### config.mk
export PLATFORM = sky130hd
export DESIGN_NAME = modular_arithmetic_unit
export DESIGN_NICKNAME = d
export VERILOG_FILES = /design/src/rtl/mau_pkg.sv /design/src/rtl/mau_datapath.sv /design/src/rtl/mau_ctrl.sv /design/src/rtl/modular_arithmetic_unit.sv
export SDC_FILE = /design/constraint.sdc
export NUM_CORES = 2
export LEC_CHECK = 0
export BUFFER_PORTS_ARGS = -buffer_cell sky130_fd_sc_hd__buf_2
export CORE_AREA = 2 2 373 375
export CTS_CLUSTER_SIZE = 20
export DETAILED_ROUTE_END_ITERATION = 7
export DIE_AREA = 0 0 375 377
export HOLD_SLACK_MARGIN = 0.15
export PLACE_DENSITY = 0.77
export SLEW_MARGIN = 20
export SYNTH_ARGS = -nofsm -noshare
export SYNTH_HDL_FRONTEND = slang
export SYNTH_SLANG_ARGS = --single-unit
### constraint.sdc
create_clock -name clk -period 12 [get_ports clk]
set_clock_uncertainty 0.2 [all_clocks]
set_input_delay 0.6 -clock clk [delete_from_list [all_inputs] [get_ports clk]]
set_output_delay 0.6 -clock clk [all_outputs]
set_load 0.05 [all_outputs]
### src/rtl/mau_pkg.sv
// Shared constants, codes and controller/datapath interface types for the modular arithmetic unit.
package mau_pkg;

  localparam int MOD_W  = 31;
  localparam int OPA_W  = 64;
  localparam int OPB_W  = 31;
  localparam int EXP_W  = 63;
  localparam int ACT_W  = 3;
  localparam int DVD_W  = 64;
  localparam int PROD_W = 2 * MOD_W;
  localparam int APB_AW = 3;
  localparam int APB_DW = 32;

  localparam logic [MOD_W-1:0] RESET_MODULUS = 31'd1000000007;

  // Action codes; code 7 is unused and returns zero.
  localparam logic [ACT_W-1:0] ACT_REDUCE   = 3'd0;
  localparam logic [ACT_W-1:0] ACT_ADD      = 3'd1;
  localparam logic [ACT_W-1:0] ACT_SUBTRACT = 3'd2;
  localparam logic [ACT_W-1:0] ACT_NEGATE   = 3'd3;
  localparam logic [ACT_W-1:0] ACT_MULTIPLY = 3'd4;
  localparam logic [ACT_W-1:0] ACT_DIVIDE   = 3'd5;
  localparam logic [ACT_W-1:0] ACT_POWER    = 3'd6;

  // Register address of the modulus (word select bit of paddr).
  localparam logic REG_MODULUS = 1'b0;

  typedef enum logic [1:0] {DIV_SRC_A, DIV_SRC_B, DIV_SRC_PROD} div_src_t;
  typedef enum logic [1:0] {MUL_AB, MUL_ACC_BASE, MUL_SQUARE, MUL_FINAL} mul_sel_t;
  typedef enum logic [2:0] {WR_NONE, WR_A, WR_B, WR_ACC, WR_BASE, WR_RES} wr_dst_t;
  typedef enum logic [1:0] {RES_HOLD, RES_SIMPLE, RES_ZERO, RES_ACC} res_op_t;
  typedef enum logic [1:0] {PW_NONE, PW_DIV, PW_POW} pw_init_t;

  typedef struct packed {
    logic     load;
    logic     div_start;
    div_src_t div_src;
    logic     mul_start;
    mul_sel_t mul_sel;
    wr_dst_t  wr_dst;
    res_op_t  res_op;
    pw_init_t pw_init;
    logic     e_shift;
    logic     out_load;
  } mau_cmd_t;

  typedef struct packed {
    logic             div_busy;
    logic             e_zero;
    logic             e_lsb;
    logic             m_small;
    logic [ACT_W-1:0] act;
  } mau_status_t;

endpackage

### src/rtl/mau_datapath.sv
// Datapath: operand registers, multiplier, bit-serial remainder unit, exponent register.
module mau_datapath import mau_pkg::*; (
  input  logic                    clk,
  input  logic                    rst,
  input  mau_cmd_t                cmd,
  input  logic [ACT_W-1:0]        action,
  input  logic signed [OPA_W-1:0] operand_a,
  input  logic [OPB_W-1:0]        operand_b,
  input  logic [EXP_W-1:0]        exponent,
  input  logic [MOD_W-1:0]        modulus,
  output mau_status_t             status,
  output logic [MOD_W-1:0]        result
);

  localparam int CNT_W = $clog2(DVD_W + 1);

  logic [ACT_W-1:0]  act_r;
  logic              neg_r;
  logic [OPA_W-1:0]  amag_r;
  logic [OPB_W-1:0]  bin_r;
  logic [EXP_W-1:0]  exp_r;
  logic [MOD_W-1:0]  a_r, b_r, acc_r, base_r, res_r, rem_r;
  logic [EXP_W-1:0]  e_r;
  logic [PROD_W-1:0] prod_r;
  logic [DVD_W-1:0]  dvd_r;
  logic [CNT_W-1:0]  cnt_r;
  logic              busy_r;

  logic [OPA_W-1:0]  a_raw, amag_in;
  logic [MOD_W:0]    t, sum, sum_red, diff;
  logic [MOD_W-1:0]  rem_step, fix_a, neg_v, simple_v, mx, my;
  logic [DVD_W-1:0]  dvd_src;

  // operand a magnitude and sign
  always_comb begin
    a_raw   = $unsigned(operand_a);
    amag_in = a_raw[OPA_W-1] ? (OPA_W'(0) - a_raw) : a_raw;
  end

  // one restoring step: shift in next dividend bit, subtract modulus if it fits
  always_comb begin
    t        = {rem_r, dvd_r[DVD_W-1]};
    rem_step = (t >= {1'b0, modulus}) ? MOD_W'(t - {1'b0, modulus}) : t[MOD_W-1:0];
    if (!neg_r) begin
      fix_a = rem_r;
    end else if (rem_r != '0) begin
      fix_a = modulus - rem_r;
    end else begin
      fix_a = '0;
    end
  end

  // single-correction add, subtract, negate
  always_comb begin
    sum     = {1'b0, a_r} + {1'b0, b_r};
    sum_red = (sum >= {1'b0, modulus}) ? (sum - {1'b0, modulus}) : sum;
    diff    = {1'b0, a_r} - {1'b0, b_r};
    if (a_r < b_r) begin
      diff = diff + {1'b0, modulus};
    end
    neg_v = (a_r != '0) ? (modulus - a_r) : '0;
    unique case (act_r)
      ACT_REDUCE:   simple_v = a_r;
      ACT_ADD:      simple_v = sum_red[MOD_W-1:0];
      ACT_SUBTRACT: simple_v = diff[MOD_W-1:0];
      ACT_NEGATE:   simple_v = neg_v;
      default:      simple_v = '0;
    endcase
  end

  always_comb begin
    unique case (cmd.mul_sel)
      MUL_AB:       begin mx = a_r;    my = b_r;    end
      MUL_ACC_BASE: begin mx = acc_r;  my = base_r; end
      MUL_SQUARE:   begin mx = base_r; my = base_r; end
      MUL_FINAL:    begin mx = a_r;    my = acc_r;  end
    endcase
    unique case (cmd.div_src)
      DIV_SRC_A:    dvd_src = amag_r;
      DIV_SRC_B:    dvd_src = DVD_W'(bin_r);
      DIV_SRC_PROD: dvd_src = DVD_W'(prod_r);
      default:      dvd_src = '0;
    endcase
  end

  // remainder unit control
  always_ff @(posedge clk) begin
    if (rst) begin
      busy_r <= 1'b0;
      cnt_r  <= '0;
    end else if (cmd.div_start) begin
      busy_r <= 1'b1;
      cnt_r  <= CNT_W'(DVD_W);
    end else if (busy_r) begin
      cnt_r <= cnt_r - CNT_W'(1);
      if (cnt_r == CNT_W'(1)) begin
        busy_r <= 1'b0;
      end
    end
  end

  // payload registers
  always_ff @(posedge clk) begin
    if (cmd.load) begin
      act_r  <= action;
      neg_r  <= a_raw[OPA_W-1];
      amag_r <= amag_in;
      bin_r  <= operand_b;
      exp_r  <= exponent;
    end
    if (cmd.div_start) begin
      dvd_r <= dvd_src;
      rem_r <= '0;
    end else if (busy_r) begin
      dvd_r <= {dvd_r[DVD_W-2:0], 1'b0};
      rem_r <= rem_step;
    end
    if (cmd.mul_start) begin
      prod_r <= PROD_W'(mx) * PROD_W'(my);
    end
    unique case (cmd.pw_init)
      PW_DIV: begin
        base_r <= b_r;
        e_r    <= EXP_W'(modulus - MOD_W'(2));
        acc_r  <= MOD_W'(1);
      end
      PW_POW: begin
        base_r <= a_r;
        e_r    <= exp_r;
        acc_r  <= MOD_W'(1);
      end
      default: begin
        if (cmd.e_shift) begin
          e_r <= e_r >> 1;
        end
        if (cmd.wr_dst == WR_ACC) begin
          acc_r <= rem_r;
        end
        if (cmd.wr_dst == WR_BASE) begin
          base_r <= rem_r;
        end
      end
    endcase
    if (cmd.wr_dst == WR_A) begin
      a_r <= fix_a;
    end
    if (cmd.wr_dst == WR_B) begin
      b_r <= rem_r;
    end
    if (cmd.wr_dst == WR_RES) begin
      res_r <= rem_r;
    end else begin
      unique case (cmd.res_op)
        RES_SIMPLE: res_r <= simple_v;
        RES_ZERO:   res_r <= '0;
        RES_ACC:    res_r <= acc_r;
        default:    res_r <= res_r;
      endcase
    end
    if (cmd.out_load) begin
      result <= res_r;
    end
  end

  always_comb begin
    status.div_busy = busy_r;
    status.e_zero   = (e_r == '0);
    status.e_lsb    = e_r[0];
    status.m_small  = (modulus < MOD_W'(2));
    status.act      = act_r;
  end

endmodule

### src/rtl/mau_ctrl.sv
// Controller: sequences reductions, multiplies and the square-and-multiply loop.
module mau_ctrl import mau_pkg::*; (
  input  logic        clk,
  input  logic        rst,
  input  logic        in_valid,
  output logic        in_ready,
  output logic        out_valid,
  input  logic        out_ready,
  input  mau_status_t status,
  output mau_cmd_t    cmd
);

  typedef enum logic [3:0] {
    S_IDLE, S_RA, S_RA_W, S_RB, S_RB_W, S_DISP,
    S_MUL, S_MDIV, S_MWAIT, S_PCHK, S_OUT
  } state_t;

  state_t   state, state_next;
  mul_sel_t kind, kind_next;

  assign in_ready = (state == S_IDLE);

  always_comb begin
    state_next  = state;
    kind_next   = kind;
    cmd         = '0;
    cmd.mul_sel = kind;
    unique case (state)
      S_IDLE: begin
        if (in_valid) begin
          cmd.load = 1'b1;
          if (status.m_small) begin
            cmd.res_op = RES_ZERO;
            state_next = S_OUT;
          end else begin
            state_next = S_RA;
          end
        end
      end
      S_RA: begin
        cmd.div_start = 1'b1;
        cmd.div_src   = DIV_SRC_A;
        state_next    = S_RA_W;
      end
      S_RA_W: begin
        if (!status.div_busy) begin
          cmd.wr_dst = WR_A;
          state_next = S_RB;
        end
      end
      S_RB: begin
        cmd.div_start = 1'b1;
        cmd.div_src   = DIV_SRC_B;
        state_next    = S_RB_W;
      end
      S_RB_W: begin
        if (!status.div_busy) begin
          cmd.wr_dst = WR_B;
          state_next = S_DISP;
        end
      end
      S_DISP: begin
        priority if (status.act == ACT_MULTIPLY) begin
          kind_next  = MUL_AB;
          state_next = S_MUL;
        end else if (status.act == ACT_DIVIDE) begin
          cmd.pw_init = PW_DIV;
          state_next  = S_PCHK;
        end else if (status.act == ACT_POWER) begin
          cmd.pw_init = PW_POW;
          state_next  = S_PCHK;
        end else begin
          cmd.res_op = RES_SIMPLE;
          state_next = S_OUT;
        end
      end
      S_MUL: begin
        cmd.mul_start = 1'b1;
        state_next    = S_MDIV;
      end
      S_MDIV: begin
        cmd.div_start = 1'b1;
        cmd.div_src   = DIV_SRC_PROD;
        state_next    = S_MWAIT;
      end
      S_MWAIT: begin
        if (!status.div_busy) begin
          unique case (kind)
            MUL_ACC_BASE: begin
              cmd.wr_dst = WR_ACC;
              kind_next  = MUL_SQUARE;
              state_next = S_MUL;
            end
            MUL_SQUARE: begin
              cmd.wr_dst  = WR_BASE;
              cmd.e_shift = 1'b1;
              state_next  = S_PCHK;
            end
            default: begin
              cmd.wr_dst = WR_RES;
              state_next = S_OUT;
            end
          endcase
        end
      end
      S_PCHK: begin
        if (status.e_zero) begin
          if (status.act == ACT_DIVIDE) begin
            kind_next  = MUL_FINAL;
            state_next = S_MUL;
          end else begin
            cmd.res_op = RES_ACC;
            state_next = S_OUT;
          end
        end else begin
          kind_next  = status.e_lsb ? MUL_ACC_BASE : MUL_SQUARE;
          state_next = S_MUL;
        end
      end
      S_OUT: begin
        if (!out_valid || out_ready) begin
          cmd.out_load = 1'b1;
          state_next   = S_IDLE;
        end
      end
      default: state_next = S_IDLE;
    endcase
  end

  always_ff @(posedge clk) begin
    if (rst) begin
      state     <= S_IDLE;
      kind      <= MUL_AB;
      out_valid <= 1'b0;
    end else begin
      state <= state_next;
      kind  <= kind_next;
      if (cmd.out_load) begin
        out_valid <= 1'b1;
      end else if (out_ready) begin
        out_valid <= 1'b0;
      end
    end
  end

endmodule

### src/rtl/modular_arithmetic_unit.sv
// Each modular reduction runs the bit-serial remainder unit for 64 restoring steps. Every
// action first reduces both operands; multiply adds one product reduction, power one squaring
// per exponent bit plus one multiply per set bit, divide the same for modulus-2 plus a final
// multiply. With a modulus below two the result is zero and no reduction runs.
// One transaction at a time; in_ready rises as the result enters the output register, which
// may still wait. Reset (rst, synchronous): idle, modulus 1000000007.
module modular_arithmetic_unit import mau_pkg::*; (
  input  logic                    clk,
  input  logic                    rst,
  // input transaction
  input  logic                    in_valid,
  output logic                    in_ready,
  input  logic [ACT_W-1:0]        action,
  input  logic signed [OPA_W-1:0] operand_a,
  input  logic [OPB_W-1:0]        operand_b,
  input  logic [EXP_W-1:0]        exponent,
  // result transaction
  output logic                    out_valid,
  input  logic                    out_ready,
  output logic [MOD_W-1:0]        result,
  // APB-style configuration port
  input  logic                    psel,
  input  logic                    penable,
  input  logic                    pwrite,
  input  logic [APB_AW-1:0]       paddr,
  input  logic [APB_DW-1:0]       pwdata,
  output logic [APB_DW-1:0]       prdata,
  output logic                    pready
);

  mau_cmd_t         cmd;
  mau_status_t      status;
  logic [MOD_W-1:0] modulus_r;
  logic             reg_hit;

  // Configuration register file: a single word, the field modulus.
  // Writes land on the access phase; low address bits select bytes and are ignored.
  assign pready  = 1'b1;
  assign reg_hit = (paddr[APB_AW-1] == REG_MODULUS);
  assign prdata  = reg_hit ? APB_DW'(modulus_r) : '0;

  always_ff @(posedge clk) begin
    if (rst) begin
      modulus_r <= RESET_MODULUS;
    end else if (psel && penable && pwrite && pready && reg_hit) begin
      modulus_r <= pwdata[MOD_W-1:0];
    end
  end

  // Controller: walks each transaction through operand reduction (skipped when
  // the modulus is below two), then either a combinational reduce/add/subtract/negate
  // result, a single modular multiply, or the square-and-multiply loop (divide runs it
  // with exponent modulus-2, then one more multiply by the reduced left operand).
  mau_ctrl u_ctrl (
    .clk       (clk),
    .rst       (rst),
    .in_valid  (in_valid),
    .in_ready  (in_ready),
    .out_valid (out_valid),
    .out_ready (out_ready),
    .status    (status),
    .cmd       (cmd)
  );

  // Datapath: 31x31 multiplier registered into a product register, and a
  // restoring remainder unit shared by all reductions (signed operand, right
  // operand and every product).
  mau_datapath u_datapath (
    .clk       (clk),
    .rst       (rst),
    .cmd       (cmd),
    .action    (action),
    .operand_a (operand_a),
    .operand_b (operand_b),
    .exponent  (exponent),
    .modulus   (modulus_r),
    .status    (status),
    .result    (result)
  );

endmodule
==> results.py <==
metrics = {
    "status": {
        "status": "completed",
    },
    "synth": {
        "synth_ff_type": "edfxtp_1",
        "ys_seq_elements": 614,
        "ys_warn_count": 0,
        "syn_nets": 9213,
        "yosysSeqAreaShare": 0.249,
        "synth.distinct_cells": 86,
        "netlist_top_cells_area": "fa_1 (24%), edfxtp_1 (22%), ha_1 (8.7%)",
        "syn_inst": 7683,
        "synth_top_area_frac": 0.243,
        "synth_area_sq_um": 69600,
        "synth-edff-count": 506,
        "synthArstFlopShare": 0,
        "yosysTopAreaCell": "fa_1",
        "avgSynthCellArea_sq_um": 9.07,
    },
    "clock_network": {
        "cts-htree-levels": 3,
        "insertion_delay_ns": 0.71,
        "path_clk_slew_ns": 0.06,
        "cts_max_path_buffers": 3,
        "cts_sinks": 614,
        "cts_buffers": 72,
        "ctsRootBufferMaster": "clkbuf_16",
        "post_cts_buffers": 0,
        "tritoncts": "yes",
        "post_cts_resized": 0,
    },
    "global_route": {
        "grt_pass1_wl_mm": 409,
        "grt_overflow_total": 0,
        "antenna_found_initial": 17,
        "grt_pass1_vias": 61700,
        "grt_start_max_net_pins": 126,
        "grt_use_total": 0.395,
    },
    "route": {
        "finalWirelength_mm": 281,
        "postRouteAntennaNets": 0,
        "wl_per_cell_um": 28.5,
        "via_count": 62200,
        "via_per_inst": 6.31,
        "drt_iter0_drc": 7680,
        "drc_errors": 0,
        "first_pass_iters": 6,
    },
    "layout": {
        "area_growth_pct": 11.6,
        "nets": 9513,
        "final_cell_mix": "nand2_1 (991), inv_1 (970), fa_1 (844), nor2_1 (784), edfxtp_1 (506)",
        "final_common_cell": "nand2_1",
        "drive_above_1_share": 0.0860,
    },
    "sta": {
        "fin_tns_setup_ns": 0,
        "slew_headroom": 0.156,
        "hold_viol": 0,
        "tightest_slew_ns": 1.27,
        "finalSetupViolCount": 0,
        "fmax_ghz": 0.0940,
        "maxSlewViolCount": 0,
        "period_share": 0.886,
        "fin_crit_ns": 10.64,
        "rsz0062_at_grt": "no",
    },
    "floorplanning": {
        "io_pins": 269,
        "num_rows": 136,
        "die_width_um": 375,
        "initial_core_util": 0.508,
        "die_h_um": 377,
        "dieArea_sq_um": 141000,
        "coreArea_sq_um": 137000,
    },
    "worst_setup_path": {
        "cp-end-kind": "flop",
        "critical_path_arrival_ns": 10.87,
        "r2r_start": "u_ctrl.kind[0]",
        "worstPathRequired_ns": 12.23,
        "start_kind": "flop",
        "r2r-end": "u_datapath.prod_r[60]",
        "crit_slowest_cell": "o21a_1",
        "cpPeakStageDelay_ns": 1.02,
        "crit_path_max_fanout": 31,
        "rrSetupSlack_ns": 1.36,
        "path_common_cell": "fa_1",
        "worst_r2r_path_depth": 30,
        "criticalPathCategory": "reg2reg",
    },
    "placement": {
        "portBuffers": 263,
        "place_congestion": 1.05,
        "dp_hpwl_mm": 216,
    },
    "min_path": {
        "holdCritPathClass": "in2reg",
        "min_from": "operand_a[1]",
        "holdPathEnd": "u_datapath.amag_r[1]",
        "min_path_cells": 3,
    },
    "flow_run": {
        "drv_cap": 0,
    },
}
## state kept, by name, summed over array words and instances (netlist names)
| name | cells |
|---|---|
| modulus_r | 31 |
| u_ctrl.kind | 2 |
| u_ctrl.out_valid | 1 |
| u_ctrl.state | 4 |
| u_datapath.a_r | 31 |
| u_datapath.acc_r | 31 |
| u_datapath.act_r | 3 |
| u_datapath.amag_r | 64 |
| u_datapath.b_r | 31 |
| u_datapath.base_r | 31 |
| u_datapath.bin_r | 31 |
| u_datapath.busy_r | 1 |
| u_datapath.cnt_r | 7 |
| u_datapath.dvd_r | 64 |
| u_datapath.e_r | 63 |
| u_datapath.exp_r | 63 |
| u_datapath.neg_r | 1 |
| u_datapath.prod_r | 62 |
| u_datapath.rem_r | 31 |
| u_datapath.res_r | 31 |
| u_datapath.result | 31 |
## cell families after synthesis
kind of cell / after synthesis / synth area share
buf+inv: 1400 / 0.0756
mux: 45 / 0.00672
simple gates: 2328 / 0.145
xor+xnor: 337 / 0.0424
compound gates: 1630 / 0.152
fa+ha+maj: 1327 / 0.329
flops: 614 / 0.249
other cells: 2 / 0.000108
## through the flow
| step | utilization | hold WS, ns | cells | worst slack (ns) | instance area (sq um) |
|---|---|---|---|---|---|
| detailed placement | 0.535 | 0.205 | 9509 | 1.46 | 73300 |
| global route | 0.567 | 0.186 | 9839 | 1.01 | 77700 |
| CTS | 0.567 | 0.162 | 9837 | 1.46 | 77700 |
| finish | 0.567 | 0.208 | 9842 | 1.36 | 77700 |
| global placement | 0.535 | 0.204 | 9509 | 1.66 | 73300 |
| floorplan | - | 0.200 | 7683 | 2.84 | 69600 |
## what timing repair did
item,CTS,global route
hold buffers,194,0
setup endpoints to repair,0,0
hold endpoints to repair,192,0
## synth_stat cells, drive strengths merged, types with 40 or more instances
library cell,number
nand2,997
inv,970
fa,844
nor2,787
edfxtp,506
ha,483
a21oi,455
clkbuf,400
o21ai,299
xnor2,251
dfxtp,108
a31oi,103
a21o,93
a22oi,93
a211oi,86
xor2,86
nand3,79
o21a,78
nor2b,69
nor3,69
a221oi,65
nor4,62
nand4,50
nand2b,43
o211ai,40
## routing by layer
layer  track usage  share of wire
met2         0.580           0.42
met4         0.226          0.072
met5             0        0.00048
met1         0.521           0.38
met3         0.114           0.13
## critical path, delay by kind of cell (launching register included)
family,cells,cell delay (ns)
AOI/OAI and AO/OA,9,3.55
xor gates and xnor gates,1,0.15
adders and majority gates,10,4.72
buffers and inverters,7,0.97
DFF,1,0.43
and+or+nand+nor,3,0.30
## how the worst max path moves through the flow
stage                              start                     to  slack [ns]  cells after the start
after floorplan           u_ctrl.kind[0]  u_datapath.prod_r[60]        2.84                     33
after global placement    u_ctrl.kind[0]  u_datapath.prod_r[60]        1.66                     28
after detailed placement  u_ctrl.kind[1]  u_datapath.prod_r[59]        1.46                     26
after CTS                 u_ctrl.kind[1]  u_datapath.prod_r[59]        1.46                     26
after global routing      u_ctrl.kind[1]  u_datapath.prod_r[60]        1.01                     30
final                     u_ctrl.kind[0]  u_datapath.prod_r[60]        1.36                     30
## area by class of cell
cell class,count,area (sq um)
Multi-Input combinational cell,5669,47300
Clock buffer,90,1960
Inverter,972,3650
Timing Repair Buffer,654,4790
Sequential cell,614,17400
Tap cell,1794,2240
Clock inverter,44,433
Fill cell,11800,59300
Antenna cell,5,12.5
Power is left out: the tool's default activity adds up to more than one toggle a clock period on the data nets, which glitch-free logic cannot reach.
